--- src/rtl/spq_pkg.sv ---
// spq_pkg: shared opcodes and control types for the stable min priority queue.
// No dependencies.
package spq_pkg;

	localparam int OP_W = 2;

	typedef enum logic [OP_W-1:0] {
		OP_ENQ   = 2'd0,
		OP_DEQ   = 2'd1,
		OP_QUERY = 2'd2
	} op_t;

	// broadcast to every cell in the row
	typedef struct packed {
		logic ins;
		logic del;
	} ctl_t;

endpackage

--- src/rtl/spq_ifs.sv ---
// spq_req_if and spq_rsp_if: valid/ready channels for requests and results.
// Depends on spq_pkg.
interface spq_req_if import spq_pkg::*; #(
	parameter int PRIO_W = 16,
	parameter int TAG_W  = 16
);
	logic              valid;
	logic              ready;
	logic [OP_W-1:0]   opcode;
	logic [TAG_W-1:0]  payload;
	logic [PRIO_W-1:0] priority_req;

	modport source (output valid, opcode, payload, priority_req, input ready);
	modport sink   (input valid, opcode, payload, priority_req, output ready);
endinterface

interface spq_rsp_if #(
	parameter int PRIO_W = 16,
	parameter int TAG_W  = 16,
	parameter int CNT_W  = 5
);
	logic              valid;
	logic              ready;
	logic [TAG_W-1:0]  popped_payload;
	logic              popped_valid;
	logic [CNT_W-1:0]  entry_count;
	logic              is_empty;
	logic [PRIO_W-1:0] front_priority;
	logic              overflow;

	modport source (output valid, popped_payload, popped_valid, entry_count, is_empty,
		front_priority, overflow, input ready);
	modport sink   (input valid, popped_payload, popped_valid, entry_count, is_empty,
		front_priority, overflow, output ready);
endinterface

--- src/rtl/spq_cell.sv ---
// spq_cell: one slot of the sorted row; compares against the broadcast priority
// and takes its own, the new, the left or the right entry. Depends on spq_pkg.
module spq_cell import spq_pkg::*; #(
	parameter int PRIO_W = 16,
	parameter int TAG_W  = 16
) (
	input  logic              clk,
	input  ctl_t              ctl,
	input  logic [PRIO_W-1:0] new_prio,
	input  logic [TAG_W-1:0]  new_tag,
	input  logic              own_valid,
	input  logic              left_le,
	input  logic [PRIO_W-1:0] left_prio,
	input  logic [TAG_W-1:0]  left_tag,
	input  logic [PRIO_W-1:0] right_prio,
	input  logic [TAG_W-1:0]  right_tag,
	output logic              le,
	output logic [PRIO_W-1:0] prio,
	output logic [TAG_W-1:0]  tag
);

	logic [PRIO_W-1:0] prio_q, prio_d;
	logic [TAG_W-1:0]  tag_q, tag_d;

	// entry stays put on insert: equal priorities keep arrival order
	assign le = own_valid && (prio_q <= new_prio);

	always_comb begin
		prio_d = prio_q;
		tag_d  = tag_q;
		if (ctl.ins) begin
			if (!le) begin
				if (left_le) begin
					prio_d = new_prio;
					tag_d  = new_tag;
				end else begin
					prio_d = left_prio;
					tag_d  = left_tag;
				end
			end
		end else if (ctl.del) begin
			prio_d = right_prio;
			tag_d  = right_tag;
		end
	end

	always_ff @(posedge clk) begin
		prio_q <= prio_d;
		tag_q  <= tag_d;
	end

	assign prio = prio_q;
	assign tag  = tag_q;

endmodule

--- src/rtl/stable_min_priority_queue.sv ---
// Stable min priority queue: a row of CAPACITY cells kept sorted by priority, head in
// cell 0. One transaction is accepted every cycle; its result is registered and offered
// on the next cycle, and a new request is taken while that result waits, as long as
// the result register is free or being emptied in the same cycle. An enqueue
// broadcasts its priority to all cells; each compares once, and the cells holding a
// larger priority shift right by one cell, so neither insertion nor removal depends
// on the fill level. Equal priorities leave in arrival order; an enqueue into a full
// queue is dropped and flagged as overflow. Depends on spq_pkg, spq_ifs and spq_cell.
module stable_min_priority_queue import spq_pkg::*; #(
	parameter int CAPACITY      = 16,
	parameter int PRIORITY_BITS = 16,
	parameter int PAYLOAD_BITS  = 16
) (
	input logic       clk,
	input logic       arst_n,
	spq_req_if.sink   req,
	spq_rsp_if.source rsp
);

	localparam int CNT_W = $clog2(CAPACITY + 1);
	localparam logic [CNT_W-1:0] CAP_CNT = CNT_W'(CAPACITY);

	logic [CNT_W-1:0]         count_q, count_d;
	logic                     fire;
	logic                     is_enq, is_deq, full, nonempty;
	ctl_t                     ctl;
	logic [CAPACITY-1:0]      cell_valid, cell_le;
	logic [PRIORITY_BITS-1:0] cell_prio [CAPACITY];
	logic [PAYLOAD_BITS-1:0]  cell_tag  [CAPACITY];

	logic                     rsp_valid_q;
	logic [PAYLOAD_BITS-1:0]  pop_tag_q, pop_tag_d;
	logic                     pop_valid_q, pop_valid_d;
	logic [CNT_W-1:0]         cnt_out_q;
	logic                     empty_q;
	logic [PRIORITY_BITS-1:0] front_q, front_d;
	logic                     ovf_q, ovf_d;

	assign req.ready = !rsp_valid_q || rsp.ready;
	assign fire      = req.valid && req.ready;
	assign full      = (count_q == CAP_CNT);
	assign nonempty  = (count_q != '0);

	always_comb begin
		is_enq = 1'b0;
		is_deq = 1'b0;
		unique case (req.opcode)
			OP_ENQ:  is_enq = 1'b1;
			OP_DEQ:  is_deq = 1'b1;
			default: ;
		endcase
	end

	assign ctl.ins = fire && is_enq && !full;
	assign ctl.del = fire && is_deq && nonempty;

	genvar i;
	generate
		for (i = 0; i < CAPACITY; i++) begin : g_cell
			logic                     l_le;
			logic [PRIORITY_BITS-1:0] l_prio, r_prio;
			logic [PAYLOAD_BITS-1:0]  l_tag, r_tag;

			assign cell_valid[i] = (CNT_W'(i) < count_q);

			if (i == 0) begin : g_head
				assign l_le   = 1'b1;
				assign l_prio = req.priority_req;
				assign l_tag  = req.payload;
			end else begin : g_body
				assign l_le   = cell_le[i-1];
				assign l_prio = cell_prio[i-1];
				assign l_tag  = cell_tag[i-1];
			end

			if (i == CAPACITY - 1) begin : g_tail
				assign r_prio = cell_prio[i];
				assign r_tag  = cell_tag[i];
			end else begin : g_mid
				assign r_prio = cell_prio[i+1];
				assign r_tag  = cell_tag[i+1];
			end

			spq_cell #(
				.PRIO_W (PRIORITY_BITS),
				.TAG_W  (PAYLOAD_BITS)
			) u_cell (
				.clk        (clk),
				.ctl        (ctl),
				.new_prio   (req.priority_req),
				.new_tag    (req.payload),
				.own_valid  (cell_valid[i]),
				.left_le    (l_le),
				.left_prio  (l_prio),
				.left_tag   (l_tag),
				.right_prio (r_prio),
				.right_tag  (r_tag),
				.le         (cell_le[i]),
				.prio       (cell_prio[i]),
				.tag        (cell_tag[i])
			);
		end
	endgenerate

	// result as seen after this transaction
	always_comb begin
		count_d     = count_q;
		pop_tag_d   = '0;
		pop_valid_d = 1'b0;
		ovf_d       = 1'b0;
		front_d     = nonempty ? cell_prio[0] : '0;
		if (ctl.ins) begin
			count_d = count_q + 1'b1;
			if (!nonempty || (req.priority_req < cell_prio[0]))
				front_d = req.priority_req;
		end else if (ctl.del) begin
			count_d     = count_q - 1'b1;
			pop_tag_d   = cell_tag[0];
			pop_valid_d = 1'b1;
			front_d     = (count_q > CNT_W'(1)) ? cell_prio[1] : '0;
		end else if (is_enq) begin
			ovf_d = 1'b1;
		end
	end

	always_ff @(posedge clk or negedge arst_n) begin
		if (!arst_n) begin
			count_q     <= '0;
			rsp_valid_q <= 1'b0;
		end else begin
			if (fire) begin
				count_q     <= count_d;
				rsp_valid_q <= 1'b1;
			end else if (rsp.ready) begin
				rsp_valid_q <= 1'b0;
			end
		end
	end

	always_ff @(posedge clk) begin
		if (fire) begin
			pop_tag_q   <= pop_tag_d;
			pop_valid_q <= pop_valid_d;
			cnt_out_q   <= count_d;
			empty_q     <= (count_d == '0);
			front_q     <= front_d;
			ovf_q       <= ovf_d;
		end
	end

	assign rsp.valid          = rsp_valid_q;
	assign rsp.popped_payload = pop_tag_q;
	assign rsp.popped_valid   = pop_valid_q;
	assign rsp.entry_count    = cnt_out_q;
	assign rsp.is_empty       = empty_q;
	assign rsp.front_priority = front_q;
	assign rsp.overflow       = ovf_q;

	a_count_bound: assert property (@(posedge clk) disable iff (!arst_n)
		count_q <= CAP_CNT)
		else $error("occupancy above capacity");

	a_insert_grows: assert property (@(posedge clk) disable iff (!arst_n)
		ctl.ins |=> count_q == $past(count_q) + 1'b1)
		else $error("insert did not grow occupancy");

	a_empty_deq_holds: assert property (@(posedge clk) disable iff (!arst_n)
		fire && is_deq && !nonempty |=> count_q == '0)
		else $error("dequeue on empty queue changed occupancy");

	a_ovf_only_full: assert property (@(posedge clk) disable iff (!arst_n)
		rsp_valid_q && ovf_q |-> cnt_out_q == CAP_CNT && !pop_valid_q)
		else $error("overflow flagged below capacity");

	a_front_sorted: assert property (@(posedge clk) disable iff (!arst_n)
		count_q > CNT_W'(1) |-> cell_prio[0] <= cell_prio[1])
		else $error("head cells out of order");

endmodule

--- src/flat_wrapper.sv ---
// flat-port wrapper written by rule: the top's interface ports become plain ports
module stable_min_priority_queue_flat import spq_pkg::*;
#(
	parameter int CAPACITY      = 16,
	parameter int PRIORITY_BITS = 16,
	parameter int PAYLOAD_BITS  = 16
)
  (clk, arst_n, req_valid, req_opcode, req_payload, req_priority_req, req_ready, rsp_valid, rsp_popped_payload, rsp_popped_valid, rsp_entry_count, rsp_is_empty, rsp_front_priority, rsp_overflow, rsp_ready);
  spq_req_if #(.PRIO_W((16)), .TAG_W((16))) req_i ();
  spq_rsp_if #(.PRIO_W((16)), .TAG_W((16)), .CNT_W((5))) rsp_i ();
  input logic clk;
  input logic arst_n;
  input wire logic [$bits(req_i.valid)-1:0] req_valid;
  input wire logic [$bits(req_i.opcode)-1:0] req_opcode;
  input wire logic [$bits(req_i.payload)-1:0] req_payload;
  input wire logic [$bits(req_i.priority_req)-1:0] req_priority_req;
  output wire logic [$bits(req_i.ready)-1:0] req_ready;
  output wire logic [$bits(rsp_i.valid)-1:0] rsp_valid;
  output wire logic [$bits(rsp_i.popped_payload)-1:0] rsp_popped_payload;
  output wire logic [$bits(rsp_i.popped_valid)-1:0] rsp_popped_valid;
  output wire logic [$bits(rsp_i.entry_count)-1:0] rsp_entry_count;
  output wire logic [$bits(rsp_i.is_empty)-1:0] rsp_is_empty;
  output wire logic [$bits(rsp_i.front_priority)-1:0] rsp_front_priority;
  output wire logic [$bits(rsp_i.overflow)-1:0] rsp_overflow;
  input wire logic [$bits(rsp_i.ready)-1:0] rsp_ready;
  assign req_i.valid = req_valid;
  assign req_i.opcode = req_opcode;
  assign req_i.payload = req_payload;
  assign req_i.priority_req = req_priority_req;
  assign req_ready = req_i.ready;
  assign rsp_valid = rsp_i.valid;
  assign rsp_popped_payload = rsp_i.popped_payload;
  assign rsp_popped_valid = rsp_i.popped_valid;
  assign rsp_entry_count = rsp_i.entry_count;
  assign rsp_is_empty = rsp_i.is_empty;
  assign rsp_front_priority = rsp_i.front_priority;
  assign rsp_overflow = rsp_i.overflow;
  assign rsp_i.ready = rsp_ready;
  stable_min_priority_queue #(.CAPACITY(CAPACITY), .PRIORITY_BITS(PRIORITY_BITS), .PAYLOAD_BITS(PAYLOAD_BITS)) u_core (.clk(clk), .arst_n(arst_n), .req(req_i), .rsp(rsp_i));
endmodule
--- config.mk ---
export PLATFORM = sky130hd
export DESIGN_NAME = stable_min_priority_queue_flat
export DESIGN_NICKNAME = d
export VERILOG_FILES = /design/src/rtl/spq_pkg.sv /design/src/rtl/spq_ifs.sv /design/src/rtl/spq_cell.sv /design/src/rtl/stable_min_priority_queue.sv /design/src/flat_wrapper.sv
export SDC_FILE = /design/constraint.sdc
export NUM_CORES = 2
export LEC_CHECK = 0
export BUFFER_PORTS_ARGS = -buffer_cell sky130_fd_sc_hd__buf_2
export CAP_MARGIN = 20
export CORE_ASPECT_RATIO = 0.5
export CORE_MARGIN = 10
export CORE_UTILIZATION = 50
export DETAILED_ROUTE_END_ITERATION = 8
export PLACE_DENSITY = 0.76
export REMOVE_ABC_BUFFERS = 1
export SLEW_MARGIN = 20
export SYNTH_ARGS = -nofsm -noshare
export SYNTH_HDL_FRONTEND = slang
export SYNTH_SLANG_ARGS = --single-unit
--- constraint.sdc ---
create_clock -name clk -period 6.6 [get_ports clk]
set_clock_uncertainty 0.2 [all_clocks]
set_input_delay 0.66 -clock clk [delete_from_list [all_inputs] [get_ports clk]]
set_output_delay 0.66 -clock clk [all_outputs]
set_load 0.005 [all_outputs]
**Yosys cells after proc, flatten, opt, wreduce, memory -nomap -nowiden**

Index checks and enable logic that the tools add are counted.

- Flip-flop bits (word level): 558
- Input bits: 38
- Logic and storage cells: 277

- $add $sub $neg: 2
- Magnitude comparators: 34
- Eq/ne operators: 17
- Multiplexer cells: 133
- Bitwise gates (word level): 2
- Reductions and logical operators: 49

Operators with widths:

| cell | count |
|---|---|
| 16-bit two-way mux | 125 |
| 16-bit less-or-equal comparator | 16 |
| 4-bit by 5-bit < comparator with 1-bit output, first input constant | 8 |
| 2-bit AND reduction | 16 |
| 2-bit != test, second input constant | 15 |
| 1-bit logical AND | 21 |
| 3-bit by 5-bit < comparator with 1-bit output, first input constant | 4 |
| 16-bit < comparator | 1 |
| 1-bit by 5-bit < comparator with 1-bit output, first input constant | 2 |
| 2-bit by 5-bit < comparator with 1-bit output, first input constant | 2 |
| 5-bit two-way mux | 2 |
| 1-bit two-way mux | 6 |
| 5-bit by 1-bit adder with 5-bit output, second input constant | 1 |
| 5-bit equality test, second input constant | 1 |
| 5-bit by 1-bit > comparator with 1-bit output, second input constant | 1 |
| 5-bit logical NOT | 1 |
| 5-bit nonzero test | 1 |
| 5-bit by 1-bit subtractor with 5-bit output, second input constant | 1 |
| 2-bit nonzero test | 2 |
| 2-bit OR reduction | 2 |
| 1-bit logical NOT | 3 |
| 2-bit by 1-bit equality test with 1-bit output, second input constant | 1 |
| 2-bit logical NOT | 1 |
| 1-bit logical OR | 2 |
| 1-bit inverter | 2 |

**Longest topological paths before layout**

- Depth in word-level cells: 8
- Gate-level depth with buffers: 12
- Mapped depth without buffers: 9

**Hierarchy**

A second synthesis with hierarchy kept.

- Cell total of the unflattened synthesis: 3398
- Area total of the unflattened synthesis: 36013.3 µm²

By module, submodules not included:

| module | times used | cells each | area each (µm²) | sequential area each (µm²) |
|---|---|---|---|---|
| spq_cell | 16 | 198 | 2084.5 | 960.9 |
| stable_min_priority_queue | 1 | 230 | 2661.3 | 1351.3 |

**Least setup slack after synthesis**

Ideal clock, no wire load.

- Kind: input port to flip-flop
- Start point: input port req_priority_req[15]
- End point: register u_core.g_cell[10].u_cell.prio_q[0], enable pin
- Arrival time: 5.065 ns
- Data required time: 5.930 ns
- Setup slack: 0.865 ns
- Cell stages on the path: 9
- Cell sequence: clkbuf_1 clkbuf_1 inv_1 ha_1 nand4_1 a2111o_1 and4_1 clkbuf_1 o31ai_1

- Cells in the longest elaborated chain, start to end: 4

RTL lines:

| item | line | RTL |
|---|---|---|
| start, declared | flat_wrapper.sv:16 | `input wire logic [$bits(req_i.priority_req)-1:0] req_priority_req;` |
| 16-bit less-or-equal comparator | spq_cell.sv:26 | `assign le = own_valid && (prio_q <= new_prio);` |
| 1-bit logical AND | spq_cell.sv:26 |  |
| 2-bit != test (no source line) | n/a |  |
| 2-bit AND reduction (no source line) | n/a |  |
| end signal, assigned | spq_cell.sv:48 | `prio_q <= prio_d;` |
| end, declared | spq_cell.sv:22 | `logic [PRIO_W-1:0] prio_q, prio_d;` |

Every way passes these cells.
A chain may end at the register's enable or synchronous reset.

**Worst setup path in the final report**

- Start point: input port req_priority_req[15]
- End point: register u_core.g_cell[12].u_cell.tag_q[10], data pin

- Cells in the longest elaborated chain, start to end: 5

RTL lines:

| item | line | RTL |
|---|---|---|
| 16-bit less-or-equal comparator | spq_cell.sv:26 |  |
| 1-bit logical AND | spq_cell.sv:26 |  |
| 16-bit two-way mux | spq_cell.sv:33 | `if (left_le) begin` |
| 16-bit two-way mux | spq_cell.sv:32 | `if (!le) begin` |
| 16-bit two-way mux | spq_cell.sv:31 | `if (ctl.ins) begin` |
| net u_core.g_cell[12].u_cell.tag_d[10] | spq_cell.sv:23 | `logic [TAG_W-1:0] tag_q, tag_d;` |
| end signal, assigned | spq_cell.sv:49 | `tag_q <= tag_d;` |
| end, declared | spq_cell.sv:23 |  |

The timed path passes the listed nets, and every way through them passes these cells. The select of a mux whose other input is x is not followed.

==> reports/metrics.yaml <==
outcome: "finished, final reports clean"
peakVddDrop_uv: 215
drv_slew: 0
crit_cells: 11
fin_cells: 3873
reg2reg_depth: 8
setup_viol: 0
yosys.area.top_type: "edfxtp_1"
crit_start: "req_priority_req[15]"
cts_root_buf: "clkbuf_16"
grt_pass1_vias: 25100
synthDistinctLibCells: 74
rsz0062_at_grt: "false"
synth.most_common_cell: "edfxtp_1"
p_per_area_mw_per_mm2: 287
critPathKind: "in2reg"
io_buffers: 79
cts.reportedPaths.clkPinSlew_ps: 60
yosys.area.top_type_share_pct: 48.9
drive_gt1_share_pct: 15.5
synth_area_leaders: "edfxtp_1 (49%), ha_1 (9.6%), mux2i_1 (6.6%)"
post_cts_buffers: 0
wl_um: 91900
synth-main-ff-cell: "edfxtp_1"
path_max_fanout: 19
r2r-end: "u_core.g_cell[8].u_cell.tag[14]"
r2r_slack_ps: 2330
syn_to_final_growth_pct: 7.76
dp_cells: 3775
drt-wirelength-per-cell_um: 23.7
drtIter0Drc: 3034
place.gp.congestion: 0.941
grt-ovfl-total: 0
critical_path.cell_chain: "buf_2 > inv_1 > buf_4 > ha_1 > nand4_1 > nor4_1 > o21ai_0 > a31oi_4 > buf_4 > mux2i_1 > o21ai_0"
drcViolationCount: 0
grt.total_usage_pct: 22.2
cts_tree: "yes"
dp_hpwl_um: 62700
ios: 80
cts_resized: 0
finalHoldViolations: 0
fin_crit_sh_pct: 69.1
worstSetupEndpointType: "flip-flop"
ys_seq_area_share_pct: 49.4
grt_pass1_wl_um: 144000
antenna_found_initial: 1
async_flop_share_pct: 1.08
cts_max_level: 2
rr_startpoint: "u_core.g_cell[7].u_cell.prio[14]"
critPathRequiredTime_ps: 6710
worst_pin_slew_ps: 982
fillers: 5644
clkLatencyLatePin_ps: 620
synth-seq-cells: 558
slowest_delay_ps: 810
nNetsFinal: 3233
arrival_ps: 4670
hold_path.startpoint: "req_valid"
period_needed_ps: 4560
cts_sinks: 558
numCtsBuffers: 53
first_pass_iters: 6
worstSetupStartpointType: "primary input"
power_w: 0.0105
coreArea_sq_mm: 0.0671
postSynthAreaPerCell_sq_um: 11.4
num_rows: 67
ant_nets: 0
holdPathStages: 2
synth_common_cells: "edfxtp_1 (552), nand2_1 (330), ha_1 (260)"
viasPerCell: 6.54
start_util_pct: 50.5
grt_max_degree: 201
fp.dieW_um: 388
maxSlewHeadroom_pct: 32.8
holdPathEnd: "u_core.rsp.valid"
syn_area_sq_mm: 0.0339
p_leak_nw: 14.4
die-area_sq_mm: 0.0792
min_path_type: "in2reg"
die_y_um: 204
synth_edf_count: 552
critPathSlowestCell: "nor4_1"
clockBufferDepth: 3
vias: 25300
crit_buf_inv: 4
path_delay_family: "compound AO/OA/AOI/OAI gates"
netlist_instances: 2967
diodes: 0
fmaxAchievable_ghz: 0.219
maxCapViolations: 0
ys_warn_count: 0
-- cell families after synthesis --
logic type               synth area share (%)
multiplexers                             7.68
buffers and inverters                    4.59
adder cells (fa/ha/maj)                  9.60
AND/OR/NAND/NOR                          10.8
flip-flops                               49.4
XOR/XNOR                                0.207
AO/OA/AOI/OAI                            17.8
-- cell type report --
cell class	instances	area [sq um]	share of cell area, %
Multi-Input combinational cell	2117	15800	43.2
Clock buffer	61	1360	3.71
Timing Repair Buffer	144	956	2.62
Tap cell	897	1120	3.07
Sequential cell	558	16700	45.8
Clock inverter	35	349	0.956
Inverter	61	229	0.627
-- worst max path at each step --
stage / endpoint / slack [ps]
6_report: u_core.g_cell[12].u_cell.tag[10] / 2040
5_1_grt: u_core.g_cell[8].u_cell.tag[12] / 2030
4_1_cts: u_core.g_cell[7].u_cell.prio[2] / 2290
3_5_place_dp: u_core.g_cell[8].u_cell.tag[14] / 1650
3_3_place_gp: u_core.g_cell[12].u_cell.tag[15] / 1770
2_1_floorplan: u_core.g_cell[0].u_cell.prio[0] / -5850
-- state kept, by name, summed over array words and instances, names as in the netlist --
register / count
u_core.g_cell.u_cell.prio: 256
u_core.g_cell.u_cell.tag: 256
u_core.rsp.front_priority: 16
u_core.rsp.popped_payload: 16
u_core.count_q: 5
u_core.rsp.entry_count: 5
u_core.rsp.is_empty: 1
u_core.rsp.overflow: 1
u_core.rsp.popped_valid: 1
u_core.rsp.valid: 1
-- routing by layer --
layer	routed length [um]	up-vias	GRT usage, %
met5	13	-	0
met4	2180	2	6.17
met3	8130	167	3.87
met2	41800	1244	35.5
met1	39700	12600	31.0
li1	-	11400	-
-- per-stage QoR --
stage	utilization, %	hold WS [ps]	worst slack (ps)	setup TNS, ps	instance area [sq um]
floorplan	-	164	-5850	-2430260	32600
global placement	51.8	297	1770	0	34800
detailed placement	51.8	300	1650	0	34800
CTS	54.4	121	2290	0	36500
global route	54.5	153	2030	0	36500
finish	54.5	139	2040	0	36500
-- power breakdown --
group / total, W / switching [W] / internal, W
logic: 0.00270 / 0.00159 / 0.00111
clock network: 0.00312 / 0.00141 / 0.00171
registers: 0.00466 / 0.000298 / 0.00436
total: 0.0105 / 0.00330 / 0.00718
-- repair_timing --
action,in CTS,in global routing
endpoints found under the hold margin,6,0
setup endpoints to repair,0,0
hold buffers,1,0
-- cells in the final DEF (no fill, tap or decap), drive strengths merged, types with 7 or more instances in the layout --
cell    instances
a221o          17
a21oi         192
o21ai         236
a21o           13
o211ai          8
nand3          25
buf           143
clkbuf         61
a31oi          45
mux2i         225
nor2b          16
nand2         330
nand4          54
inv            61
and2           16
clkinv         27
mux2           31
nor4           12
nand2b        134
edfxtp        552
a211oi         12
o22a           63
nor3            7
nor2          140
o221a         193
ha            260
(Power assumes the default switching activity.)
